## src/rtl/pim_pkg.sv

```systemverilog
`default_nettype none

package pim_pkg;

    // Volume bounds
    localparam int MAX_X_DEF = 32;
    localparam int MAX_Y_DEF = 32;
    localparam int MAX_Z_DEF = 32;

    // Field widths
    localparam int SAMPLE_W = 16;
    localparam int DIFF_W   = 17;
    localparam int METRIC_W = 40;
    localparam int CFG_W    = 6;
    localparam int CFG_IDX_W = 2;

    // Term unit: den = 100 + d^2 with |d| < 2^17, quotient at most 65536
    localparam int DEN_W  = 35;
    localparam int QUO_W  = 17;
    localparam int ABS_W  = 17;
    localparam longint unsigned TERM_NUM2 = 64'd13107200;  // 2 * 100 * 2^16
    localparam int TERM_BASE = 100;

    // Neighborhood
    localparam int OFS_MIN   = -3;
    localparam int OFS_MAX   = 3;
    localparam int RADIUS_SQ = 9;

    // Register indexes
    localparam logic [CFG_IDX_W-1:0] CFG_SIZE_X  = 2'd0;
    localparam logic [CFG_IDX_W-1:0] CFG_SIZE_Y  = 2'd1;
    localparam logic [CFG_IDX_W-1:0] CFG_SIZE_Z  = 2'd2;
    localparam logic [CFG_IDX_W-1:0] CFG_REVERSE = 2'd3;

    // One stored voxel
    typedef struct packed {
        logic              mask;
        logic [DIFF_W-1:0] diff;
    } voxel_t;

endpackage

`default_nettype wire

```

## src/rtl/pim_term_div.sv

```systemverilog
`default_nettype none

module pim_term_div (
    input  wire logic                        aclk,
    input  wire logic                        aresetn,
    input  wire logic                        start,
    input  wire logic [pim_pkg::DEN_W-1:0]   den,
    output logic                             done,
    output logic      [pim_pkg::QUO_W-1:0]   quo
);
    import pim_pkg::*;

    localparam int CW = $clog2(QUO_W + 1);

    logic            busy_reg, busy_next;
    logic            done_reg, done_next;
    logic [CW-1:0]   cnt_reg, cnt_next;
    logic [DEN_W:0]  rem_reg, rem_next;
    logic [DEN_W:0]  div_reg, div_next;
    logic [QUO_W-1:0] bits_reg, bits_next;
    logic [QUO_W-1:0] q_reg, q_next;
    logic [DEN_W:0]  num;
    logic [DEN_W+1:0] sh;
    logic            ge;

    // round(2N + den) / (2 den): quotient fits QUO_W bits, so start from the top bits
    assign num = (DEN_W+1)'(TERM_NUM2) + {1'b0, den};
    assign sh  = {rem_reg, bits_reg[QUO_W-1]};
    assign ge  = sh >= {1'b0, div_reg};

    always_comb begin
        busy_next = busy_reg;
        done_next = 1'b0;
        cnt_next  = cnt_reg;
        rem_next  = rem_reg;
        div_next  = div_reg;
        bits_next = bits_reg;
        q_next    = q_reg;
        if (start) begin
            busy_next = 1'b1;
            cnt_next  = CW'(QUO_W);
            rem_next  = (DEN_W+1)'(num[DEN_W:QUO_W]);
            bits_next = num[QUO_W-1:0];
            div_next  = {den, 1'b0};
            q_next    = '0;
        end else if (busy_reg) begin
            // One restoring step per cycle
            rem_next  = ge ? (DEN_W+1)'(sh - {1'b0, div_reg}) : (DEN_W+1)'(sh);
            bits_next = {bits_reg[QUO_W-2:0], 1'b0};
            q_next    = {q_reg[QUO_W-2:0], ge};
            cnt_next  = cnt_reg - 1'b1;
            if (cnt_reg == CW'(1)) begin
                busy_next = 1'b0;
                done_next = 1'b1;
            end
        end
    end

    always_ff @(posedge aclk) begin
        if (!aresetn) begin
            busy_reg <= 1'b0;
            done_reg <= 1'b0;
            cnt_reg  <= '0;
        end else begin
            busy_reg <= busy_next;
            done_reg <= done_next;
            cnt_reg  <= cnt_next;
        end
        rem_reg  <= rem_next;
        div_reg  <= div_next;
        bits_reg <= bits_next;
        q_reg    <= q_next;
    end

    assign done = done_reg;
    assign quo  = q_reg;

endmodule

`default_nettype wire

```

## config.mk

```make
export PLATFORM = sky130hd
export DESIGN_NAME = pim_term_div
export DESIGN_NICKNAME = d
export VERILOG_FILES = /design/src/rtl/pim_pkg.sv /design/src/rtl/pim_term_div.sv
export SDC_FILE = /design/constraint.sdc
export NUM_CORES = 1
export LEC_CHECK = 0
export BUFFER_PORTS_ARGS = -buffer_cell sky130_fd_sc_hd__buf_4
export CELL_PAD_IN_SITES_DETAIL_PLACEMENT = 0
export CELL_PAD_IN_SITES_GLOBAL_PLACEMENT = 1
export CORE_AREA = 3 3 119 121
export CTS_CLUSTER_DIAMETER = 100
export DETAILED_ROUTE_END_ITERATION = 8
export DIE_AREA = 0 0 122 124
export GPL_ROUTABILITY_DRIVEN = 0
export GPL_TIMING_DRIVEN = 0
export PLACE_DENSITY_LB_ADDON = 0.2
export RECOVER_POWER = 50
export SYNTH_ARGS = -nofsm -noshare
export SYNTH_HDL_FRONTEND = slang
export SYNTH_SLANG_ARGS = --single-unit
```

## constraint.sdc

```tcl
create_clock -name aclk -period 6.3 [get_ports aclk]
set_input_delay 1.26 -clock aclk [delete_from_list [all_inputs] [get_ports aclk]]
set_output_delay 1.26 -clock aclk [all_outputs]
set_load 0.02 [all_outputs]
```

## Yosys cells after proc, flatten, opt, wreduce, memory -nomap -nowiden

Cells that the tools add are included.

- $add $sub $neg: 3
- $lt $le $gt $ge: 1
- Eq/ne operators: 1
- Mux-type cells: 11
- Bitwise logic cells: 2
- Reduce and logical (&&, ||, !) cells: 3

Operators with widths:

| cell | number |
|---|---|
| 2-to-1 mux 19 bit | 2 |
| >= comparator 37 x 36 -> 1 bit | 1 |
| adder 24 x 35 -> 36 bit (first input constant) | 1 |
| 2-to-1 mux 36 bit | 1 |
| subtractor 36 bit | 1 |
| 2-to-1 mux 17 bit | 2 |
| 2-to-1 mux 5 bit | 2 |
| equality test 5 x 1 -> 1 bit (second input constant) | 1 |
| subtractor 5 x 1 -> 5 bit (second input constant) | 1 |
| 2-to-1 mux 1 bit | 4 |
| OR reduction 3 bit | 1 |
| inverter 1 bit | 2 |
| nonzero test 2 bit | 1 |
| OR reduction 2 bit | 1 |

- Register bits: 112

## Longest topological paths before layout

Gate-level depths: netlist of run 1.

- Depth in word-level cells: 4
- Gate-level depth with buffers: 14
- Gate-level depth less buffers: 12

## Worst setup path after synthesis of run 1

Ideal clock, no wire load.

- Path type: input-to-reg
- Start: input port start
- End: register bits_reg[0], enable pin
- Data arrival time: 2.733 ns
- Path slack: 3.063 ns
- Stages: 5
- Cells stage by stage: clkbuf_1 inv_1 clkbuf_1 clkbuf_1 nand2_1

- Cells in the longest elaborated chain, start to end: 1

Ends and longest elaborated chain:

| item | RTL line | RTL |
|---|---|---|
| start, declared | pim_term_div.sv:6 | `input wire logic start,` |
| nonzero test 2 bit (no source line) | -- |  |
| end signal, assigned | pim_term_div.sv:71 | `bits_reg <= bits_next;` |
| end, declared | pim_term_div.sv:20 | `logic [QUO_W-1:0] bits_reg, bits_next;` |

Every way passes these cells.
A chain may end at the register's enable or synchronous reset.

## Final worst setup path of run 1

- Start: input port start
- End: register rem_reg[13], enable pin

- Cells in the longest elaborated chain, start to end: 1

Ends and longest elaborated chain:

| item | RTL line | RTL |
|---|---|---|
| nonzero test 2 bit (no source line) | -- |  |
| end signal, assigned | pim_term_div.sv:69 | `rem_reg <= rem_next;` |
| end, declared | pim_term_div.sv:18 | `logic [DEN_W:0] rem_reg, rem_next;` |

Every way passes these cells.

==> results of run 1 <==
## through the flow
| step | worst slack, ns | instance area [µm²] | total power [mW] | util |
|---|---|---|---|---|
| floorplan | 3.06 | 6720 | 1.31 | - |
| global placement | 1.55 | 7350 | 1.47 | 0.558 |
| detailed placement | 2.09 | 7360 | 1.47 | 0.558 |
| CTS | 2.45 | 7630 | 2.01 | 0.578 |
| global route | 1.16 | 7480 | 2.11 | 0.567 |
| finish | 1.52 | 7480 | 2.00 | 0.567 |
## cells in the mapped netlist (2+ instances only)
cell type | instances | area, µm²
dfxtp_1 | 41 | 821
a41oi_1 | 3 | 26.3
nand3_1 | 12 | 60.1
inv_1 | 46 | 173
a31oi_1 | 11 | 68.8
nor2_1 | 51 | 191
and4_1 | 3 | 26.3
nand4b_1 | 2 | 17.5
o21bai_1 | 6 | 45.0
a21o_1 | 18 | 135
o41ai_1 | 5 | 43.8
and3_1 | 10 | 62.6
a211oi_1 | 5 | 37.5
xor2_1 | 15 | 131
buf_1 | 2 | 7.51
and3_4 | 2 | 22.5
clkbuf_1 | 17 | 63.8
a21boi_0 | 4 | 30.0
a221oi_2 | 2 | 30.0
mux2i_1 | 34 | 340
and2_1 | 6 | 37.5
a311oi_1 | 7 | 61.3
or3_1 | 5 | 31.3
o21ai_1 | 4 | 20.0
xnor2_1 | 29 | 254
nor2b_1 | 5 | 31.3
mux2_2 | 18 | 203
buf_4 | 2 | 15.0
o21a_1 | 4 | 30.0
a2bb2oi_1 | 2 | 17.5
ha_1 | 38 | 475
nand4_1 | 6 | 37.5
buf_2 | 8 | 40.0
nand2_1 | 67 | 251
a21oi_1 | 43 | 215
nor3_1 | 7 | 35.0
o21ai_0 | 24 | 120
edfxtp_1 | 71 | 2130
## cell type report
class,instances,area (µm²)
buffer,31,143
clock buffer,10,229
clock inverter,6,43.8
fill,1227,5710
inverter,46,173
multi-input combinational,482,3460
sequential,112,2950
tap,176,220
timing repair buffer,55,267
## cells by family after synthesis
logic type / Yosys count
flip-flops: 112
adder cells (fa/ha/maj): 39
XOR/XNOR: 44
AND/OR/NAND/NOR: 189
buffers and inverters: 77
multiplexers: 52
AO/OA/AOI/OAI: 158
## worst paths after layout
check,to,cells after the start,startpoint,slack [ns]
max,rem_reg[13],6,start,1.52
min,rem_reg[21],2,rem_reg[20],0.50
max reg2reg,rem_reg[2],14,rem_reg[0],2.65
min reg2reg,rem_reg[21],2,rem_reg[20],0.50
## layout by cell type, fill, tap and decap left out, types with 15 or more instances in the layout
| master | instances |
|---|---|
| xnor2_1 | 29 |
| edfxtp_1 | 71 |
| a21oi_1 | 43 |
| a21o_1 | 18 |
| nor2_1 | 51 |
| dfxtp_1 | 41 |
| mux2_2 | 18 |
| clkbuf_1 | 57 |
| nand2_1 | 66 |
| inv_1 | 46 |
| o21ai_0 | 24 |
| xor2_1 | 15 |
| ha_1 | 38 |
| clkbuf_4 | 15 |
| mux2i_1 | 34 |
## layer usage
layer | part of all wire | up-vias | global-route usage
met5 | 0 | - | 0
met4 | 0.031 | 0 | 0.0875
met3 | 0.057 | 33 | 0.0350
met2 | 0.45 | 172 | 0.358
met1 | 0.47 | 2582 | 0.339
li1 | - | 2571 | -
## worst max-delay path, cell delays in order
cell      delay [ns]
clkbuf_1        1.42
clkbuf_1        0.37
inv_1           0.16
clkbuf_1        0.31
clkbuf_1        0.40
nand2_2         0.77
## power groups by stage
stage / Combinational (mW) / Clock (mW) / Sequential (mW)
after global routing: 0.644 / 0.579 / 0.889
after global placement: 0.569 / 0 / 0.897
after CTS: 0.581 / 0.545 / 0.882
after floorplan: 0.425 / 0 / 0.890
after detailed placement: 0.576 / 0 / 0.899
final: 0.582 / 0.536 / 0.883
==> flow_summary.json, run 1 <==
{
  "slew_viol_final": 37,
  "drt-initial-drc-count": 450,
  "syn_to_final_growth_pct": 11.3,
  "instances_no_fill": 918,
  "drc": 0,
  "final_layout_size_suffix_gt1_frac": 0.102,
  "yosys.area_share.simple": 0.138,
  "cts-root-buf": "clkbuf_16",
  "fp-row-count": 42,
  "hpwl_um": 13000,
  "antenna_found_initial": 0,
  "seq_area_frac_synth": 0.439,
  "wl_per_cell_um": 18.7,
  "clkTransAtPathRegs_ns": 0.07,
  "p_comb_frac": 0.291,
  "synth_fa_ha_area_frac": 0.0737,
  "maxCapViolCount": 1,
  "worstPathArrival_ns": 4.75,
  "seq_power_share": 0.441,
  "worst_slew_pin_slew_ns": 2.03,
  "synth_top_family_by_area": "compound AO/OA/AOI/OAI gates",
  "synthArstFlopShare": 0,
  "clock_path_buffers": 2,
  "slew_headroom": -0.355,
  "hold_buffers": 0,
  "critical_path_class": "in -> reg",
  "port_buffers": 55,
  "fin_hold_ws_ns": 0.505,
  "global_route.usage.total": 0.235,
  "syn_area_um2": 6720,
  "grt_max_degree": 37,
  "synth_ff_type": "edfxtp_1",
  "synth-xor-area-share": 0.0573,
  "setup_viol": 0,
  "grt_pass1_wl_um": 27100,
  "ir_drop_mv": 0.157,
  "fin_worst_skew_ns": 0.00696,
  "cts-buffers-inserted": 9,
  "dieArea_um2": 15100,
  "fin_crit_sh": 0.758,
  "synthMuxAreaShare": 0.0808,
  "synth_cell_type_count": 74,
  "grt_overflow_total": 0,
  "syn_area_per_cell_um2": 10.0,
  "cts_tree": "done",
  "violations": "max-capacitance violations, max-slew violations",
  "critPathLaunchType": "input port",
  "p_switching_uw": 647,
  "h-tree-depth": 3,
  "synth_warnings": 0,
  "min_path_type": "reg -> reg",
  "clk_latency_ns": 0.35,
  "p_clk_frac": 0.268,
  "power_density_nw_per_um2": 267,
  "syn_inst": 671,
  "largest_reg_flops": 36,
  "internal-power_mw": 1.35,
  "critical_path_required_ns": 6.27,
  "synth-compound-area-share": 0.164,
  "cts_resized": 0,
  "start_util": 0.510,
  "synth_edf_count": 71,
  "vias_per_cell": 5.84,
  "grt_pass1_vias": 5130,
  "fin_nets": 814,
  "ys_ff_latch": 112,
  "status": "finished, violations left",
  "drtPass1Iterations": 5,
  "finalHoldViolCount": 0,
  "drtAntennaViolNets": 0,
  "cts.sinks": 112,
  "grt_setup_unrepaired": "false",
  "die_height_um": 124,
  "fin_crit_ns": 4.78,
  "p_sw_frac": 0.323,
  "die_w_um": 122,
  "num_antenna_cells": 0,
  "post-place-cells": 902,
  "num_vias": 5358,
  "postCtsSetupBuffers": 0,
  "synth_fp_nets": 748,
  "max_freq_mhz": 209,
  "path_max_fanout": 36,
  "cp-end-kind": "register",
  "coreArea_um2": 13200,
  "ios": 56,
  "tns_ns": 0,
  "leakage_nw": 3.02,
  "routed_wirelength_um": 17100
}
Power figures use the tool's default switching activity.
==> run 2, diff against run 1 <==
- CORE_AREA: 3 3 119 121 -> 3 3 130 132
- DIE_AREA: 0 0 122 124 -> 0 0 133 135
- clock period: 6.3 -> 3.84 ns (I/O delays scaled with it)
==> run 2 against run 1 <==
Against the previous run: the flow now finishes without violations; critical endpoint is now rem_reg[15]; count of clock-buffer cells in the layout is 1 higher; clock skew up 0.00095 ns; first-iteration DRC count up 10%; design area increased by 1.3%; via count is essentially flat; sequential power grew 64%; die area grew 19%; clock power rose by 82%; routed wire length is 7.7% higher; flip-flop and latch count unchanged; sequential share of layout area decreased by 0.50 points; total power rose by 69%.
==> flow_summary.json, run 2 (synthesis results as in run 1) <==
{
  "fin_hold_ws_ns": 0.500,
  "cp_num_buf_inv": 4,
  "num_vias": 5359,
  "fin_crit_ns": 3.64,
  "port_buffers": 55,
  "fill_cells": 1531,
  "syn_to_final_growth_pct": 12.8,
  "cp_cell_sequence": "inv_1 -> ha_1 -> inv_1 -> fa_1 -> a21o_1 -> a221oi_2 -> a21o_1 -> a21oi_4 -> o211ai_4 -> and2_4 -> buf_6 -> buf_2 -> a21oi_1 -> a22oi_1",
  "grt_pass1_vias": 5231,
  "cp-end-kind": "register",
  "start_util": 0.425,
  "tns_ns": 0,
  "post-place-cells": 943,
  "critical_path_required_ns": 4.04,
  "grt_setup_unrepaired": "false",
  "status": "complete, no violations",
  "clkTransAtPathRegs_ns": 0.08,
  "final_cell_mix": "71 x edfxtp_1, 66 x nand2_1, 58 x clkbuf_1, 51 x nor2_1, 46 x inv_1",
  "num_antenna_cells": 0,
  "setup_viol": 0,
  "antenna_found_initial": 0,
  "fp-row-count": 46,
  "hold_buffers": 0,
  "cts-buffers-inserted": 9,
  "cts_resized": 0,
  "maxCapViolCount": 0,
  "max_freq_mhz": 274,
  "path_max_fanout": 10,
  "routed_wirelength_um": 18500,
  "drtAntennaViolNets": 0,
  "leakage_nw": 3.04,
  "slew_viol_final": 0,
  "grt_overflow_total": 0,
  "finalPower_mw": 3.38,
  "grt_pass1_wl_um": 28600,
  "clock_path_buffers": 2,
  "postCtsSetupBuffers": 0,
  "vias_per_cell": 5.59,
  "cts-root-buf": "clkbuf_16",
  "cts.sinks": 112,
  "die_height_um": 135,
  "power_density_nw_per_um2": 446,
  "worst_slew_pin_slew_ns": 1.03,
  "slew_headroom": 0.314,
  "ir_drop_mv": 0.238,
  "min_path_type": "reg -> reg",
  "die_w_um": 133,
  "coreArea_um2": 15800,
  "cpPeakStageDelay_ns": 0.40,
  "largest_reg_flops": 36,
  "instances_no_fill": 959,
  "fin_crit_sh": 0.949,
  "clk_latency_ns": 0.36,
  "h-tree-depth": 3,
  "wl_per_cell_um": 19.3,
  "drt-initial-drc-count": 495,
  "fin_nets": 815,
  "dieArea_um2": 18000,
  "final_util": 0.479,
  "finalHoldViolCount": 0,
  "global_route.usage.total": 0.207,
  "slowest_stage": "fa_1",
  "worstPathArrival_ns": 3.85,
  "drtPass1Iterations": 4,
  "cts_tree": "done",
  "critical_path_class": "reg -> reg",
  "final_common_cell": "edfxtp_1",
  "critPathLaunchType": "register",
  "grt_max_degree": 37,
  "final_layout_size_suffix_gt1_frac": 0.104,
  "fin_worst_skew_ns": 0.00791,
  "hpwl_um": 13600,
  "crit_family": "compound AO/OA/AOI/OAI gates",
  "drc": 0,
  "ios": 56
}
-- run 2: tightest hold or removal path, delay by kind of cell (launching register included) --
kind | cells | cell delay, ns
flops | 1 | 0.33
mux | 1 | 0.07
simple gates | 1 | 0.07
-- run 2: path summary, 6_finish.rpt --
path	start	to	slack [ns]	cells after the start
min	quo[16]	quo[16]	0.50	2
min reg2reg	quo[16]	quo[16]	0.50	2
max reg2reg	rem_reg[0]	rem_reg[15]	0.20	14
max	rem_reg[0]	rem_reg[15]	0.20	14
-- run 2: stage by stage --
stage | instance area, µm² | worst slack [ns]
floorplan | 6720 | 0.875
global placement | 7400 | -0.826
detailed placement | 7430 | 0.277
CTS | 7720 | 0.248
global route | 7580 | 0.0546
finish | 7580 | 0.195
-- run 2: layer usage --
| metal | track usage | vias up | routed length (µm) | part of all wire |
|---|---|---|---|---|
| li1 | - | 2575 | - | - |
| met1 | 0.288 | 2606 | 8840 | 0.48 |
| met2 | 0.329 | 148 | 8320 | 0.45 |
| met3 | 0.0231 | 30 | 747 | 0.040 |
| met4 | 0.0889 | 0 | 563 | 0.030 |
| met5 | 0 | - | 0 | 0 |
-- run 2: power breakdown --
group	total [mW]	internal [mW]	switching, mW
Sequential	1.45	1.40	0.0495
Clock	0.978	0.515	0.463
Combinational	0.959	0.382	0.578
Total	3.38	2.29	1.09
-- run 2: area by class of cell --
type | instances | area, µm² | area share
sequential | 112 | 2950 | 0.390
clock buffer | 11 | 233 | 0.0307
multi-input combinational | 482 | 3460 | 0.456
inverter | 46 | 173 | 0.0228
tap | 216 | 270 | 0.0357
timing repair buffer | 56 | 290 | 0.0383
clock inverter | 5 | 62.6 | 0.00825
buffer | 31 | 143 | 0.0188
==> run 3, diff against run 2 <==
- BUFFER_PORTS_ARGS: -buffer_cell sky130_fd_sc_hd__buf_4 -> default
- CORE_AREA: 3 3 130 132 -> 3 3 125 127
- DIE_AREA: 0 0 133 135 -> 0 0 128 130
- DONT_BUFFER_PORTS: default -> 1
==> run 3 against run 2 <==
Against the previous run: total power shrank 1.0%; sequential power is essentially flat; die area shrank 7.3%; routed wire length shrank 5.3%; count of clock-buffer cells in the layout shrank 1; sequential share of layout area grew 1.6 points; non-clock buffer count shrank 56; design area shrank 4.0%; register-to-register slack gained 0.07 ns; critical endpoint is now rem_reg[2].
==> flow_summary.json, run 3 (synthesis results as in run 1) <==
{
  "grt_overflow_total": 0,
  "worst_slew_pin_slew_ns": 0.891,
  "slew_headroom": 0.404,
  "slew_viol_final": 0,
  "drtAntennaViolNets": 0,
  "syn_to_final_growth_pct": 8.28,
  "leakage_nw": 2.92,
  "vias_per_cell": 5.88,
  "finalHoldViolCount": 0,
  "die_height_um": 130,
  "path_max_fanout": 10,
  "cp-end-kind": "register",
  "max_freq_mhz": 280,
  "h-tree-depth": 3,
  "ir_drop_mv": 0.237,
  "fin_worst_skew_ns": 0.0101,
  "fin_crit_ns": 3.58,
  "grt_pass1_wl_um": 27700,
  "fp-row-count": 44,
  "hold_start": "rem_reg[20]",
  "final_common_cell": "edfxtp_1",
  "final_cell_mix": "71 x edfxtp_1, 66 x nand2_1, 51 x nor2_1, 46 x inv_1, 43 x a21oi_1",
  "drtPass1Iterations": 5,
  "routed_wirelength_um": 17500,
  "global_route.usage.total": 0.216,
  "worstPathArrival_ns": 3.66,
  "whs_endpoint": "rem_reg[21]",
  "tns_ns": 0,
  "min_path_type": "reg -> reg",
  "crit-reg2reg-capture": "rem_reg[2]",
  "hpwl_um": 13200,
  "largest_reg_flops": 36,
  "drt-initial-drc-count": 489,
  "postCtsSetupBuffers": 0,
  "cts-buffers-inserted": 9,
  "grt_max_degree": 37,
  "cts.sinks": 112,
  "final_util": 0.501,
  "clock_path_buffers": 2,
  "maxCapViolCount": 0,
  "die_w_um": 128,
  "clk_latency_ns": 0.35,
  "grt_setup_unrepaired": "false",
  "dieArea_um2": 16600,
  "ios": 56,
  "hold_buffers": 0,
  "reg2regPathDepth": 14,
  "ff2ff_setup_slack_ns": 0.26,
  "setup_viol": 0,
  "drc": 0,
  "antenna_found_initial": 0,
  "r2r_start": "rem_reg[0]",
  "grt_pass1_vias": 5022,
  "final_layout_size_suffix_gt1_frac": 0.0902,
  "hold_path_depth": 2,
  "coreArea_um2": 14500,
  "cts_tree": "done",
  "critical_path_required_ns": 3.92,
  "critPathLaunchType": "register",
  "wl_per_cell_um": 20.1,
  "clkTransAtPathRegs_ns": 0.08,
  "critical_path_class": "reg -> reg",
  "cts_resized": 0,
  "start_util": 0.462,
  "num_antenna_cells": 0,
  "power_density_nw_per_um2": 460,
  "cts-root-buf": "clkbuf_16",
  "status": "complete, no violations",
  "port_buffers": 0,
  "fin_crit_sh": 0.931,
  "fin_nets": 759,
  "num_vias": 5121
}
-- run 3: cell type report --
type / instances / area, µm²
Fill cell: 1409 / 7260
Multi-Input combinational cell: 482 / 3470
Sequential cell: 112 / 2950
Clock buffer: 10 / 250
Tap cell: 184 / 230
Inverter: 46 / 173
Buffer: 31 / 143
Clock inverter: 6 / 62.6
-- run 3: critical path, cell delays in order (launching register included) --
cell and delay, ns:
edfxtp_1 0.36, inv_1 0.13, ha_1 0.20, inv_1 0.06, fa_1 0.40, a21o_1 0.24, a221oi_4 0.33, a21o_1 0.30
a21oi_4 0.13, o211ai_4 0.30, and2_4 0.20, buf_6 0.14, buf_4 0.21, mux2i_1 0.22, mux2i_1 0.09
-- run 3: metrics by stage --
stage          instances  power (mW)  hold WS (ns)  area (µm²)  setup WS, ns
2_1_floorplan        671        2.16         0.469        6720         0.875
3_3_place_gp         855        2.36         0.482        6950        -0.197
3_5_place_dp         855        2.37         0.490        6950         0.248
4_1_cts              871        3.35         0.497        7270         0.212
5_1_grt              871        3.52         0.486        7280        0.0834
6_report             871        3.35         0.502        7280         0.263
-- run 3: layer usage --
layer / track usage / wire length [µm] / vias up / part of all wire
met5: 0 / 0 / - / 0
met4: 0.0581 / 278 / 0 / 0.016
met3: 0.0450 / 1180 / 25 / 0.067
met2: 0.337 / 7920 / 149 / 0.45
met1: 0.309 / 8120 / 2484 / 0.46
li1: - / - / 2463 / -
-- run 3: worst max-delay path by stage --
stage,from,endpoint,slack [ns],cells past startpoint
after floorplan,rem_reg[0],rem_reg[2],0.88,14
after global placement,start,bits_reg[14],-0.20,5
after detailed placement,rem_reg[0],rem_reg[2],0.25,14
after CTS,rem_reg[0],rem_reg[2],0.21,14
after global routing,rem_reg[0],rem_reg[2],0.08,14
final,rem_reg[0],rem_reg[2],0.26,14
-- run 3: power breakdown --
group          switching (mW)  internal, mW  total [mW]  leakage, nW
clock network           0.454         0.524       0.977        0.161
registers              0.0502          1.40        1.45         1.04
logic                   0.555         0.368       0.923         1.72
total                    1.06          2.29        3.35         2.92
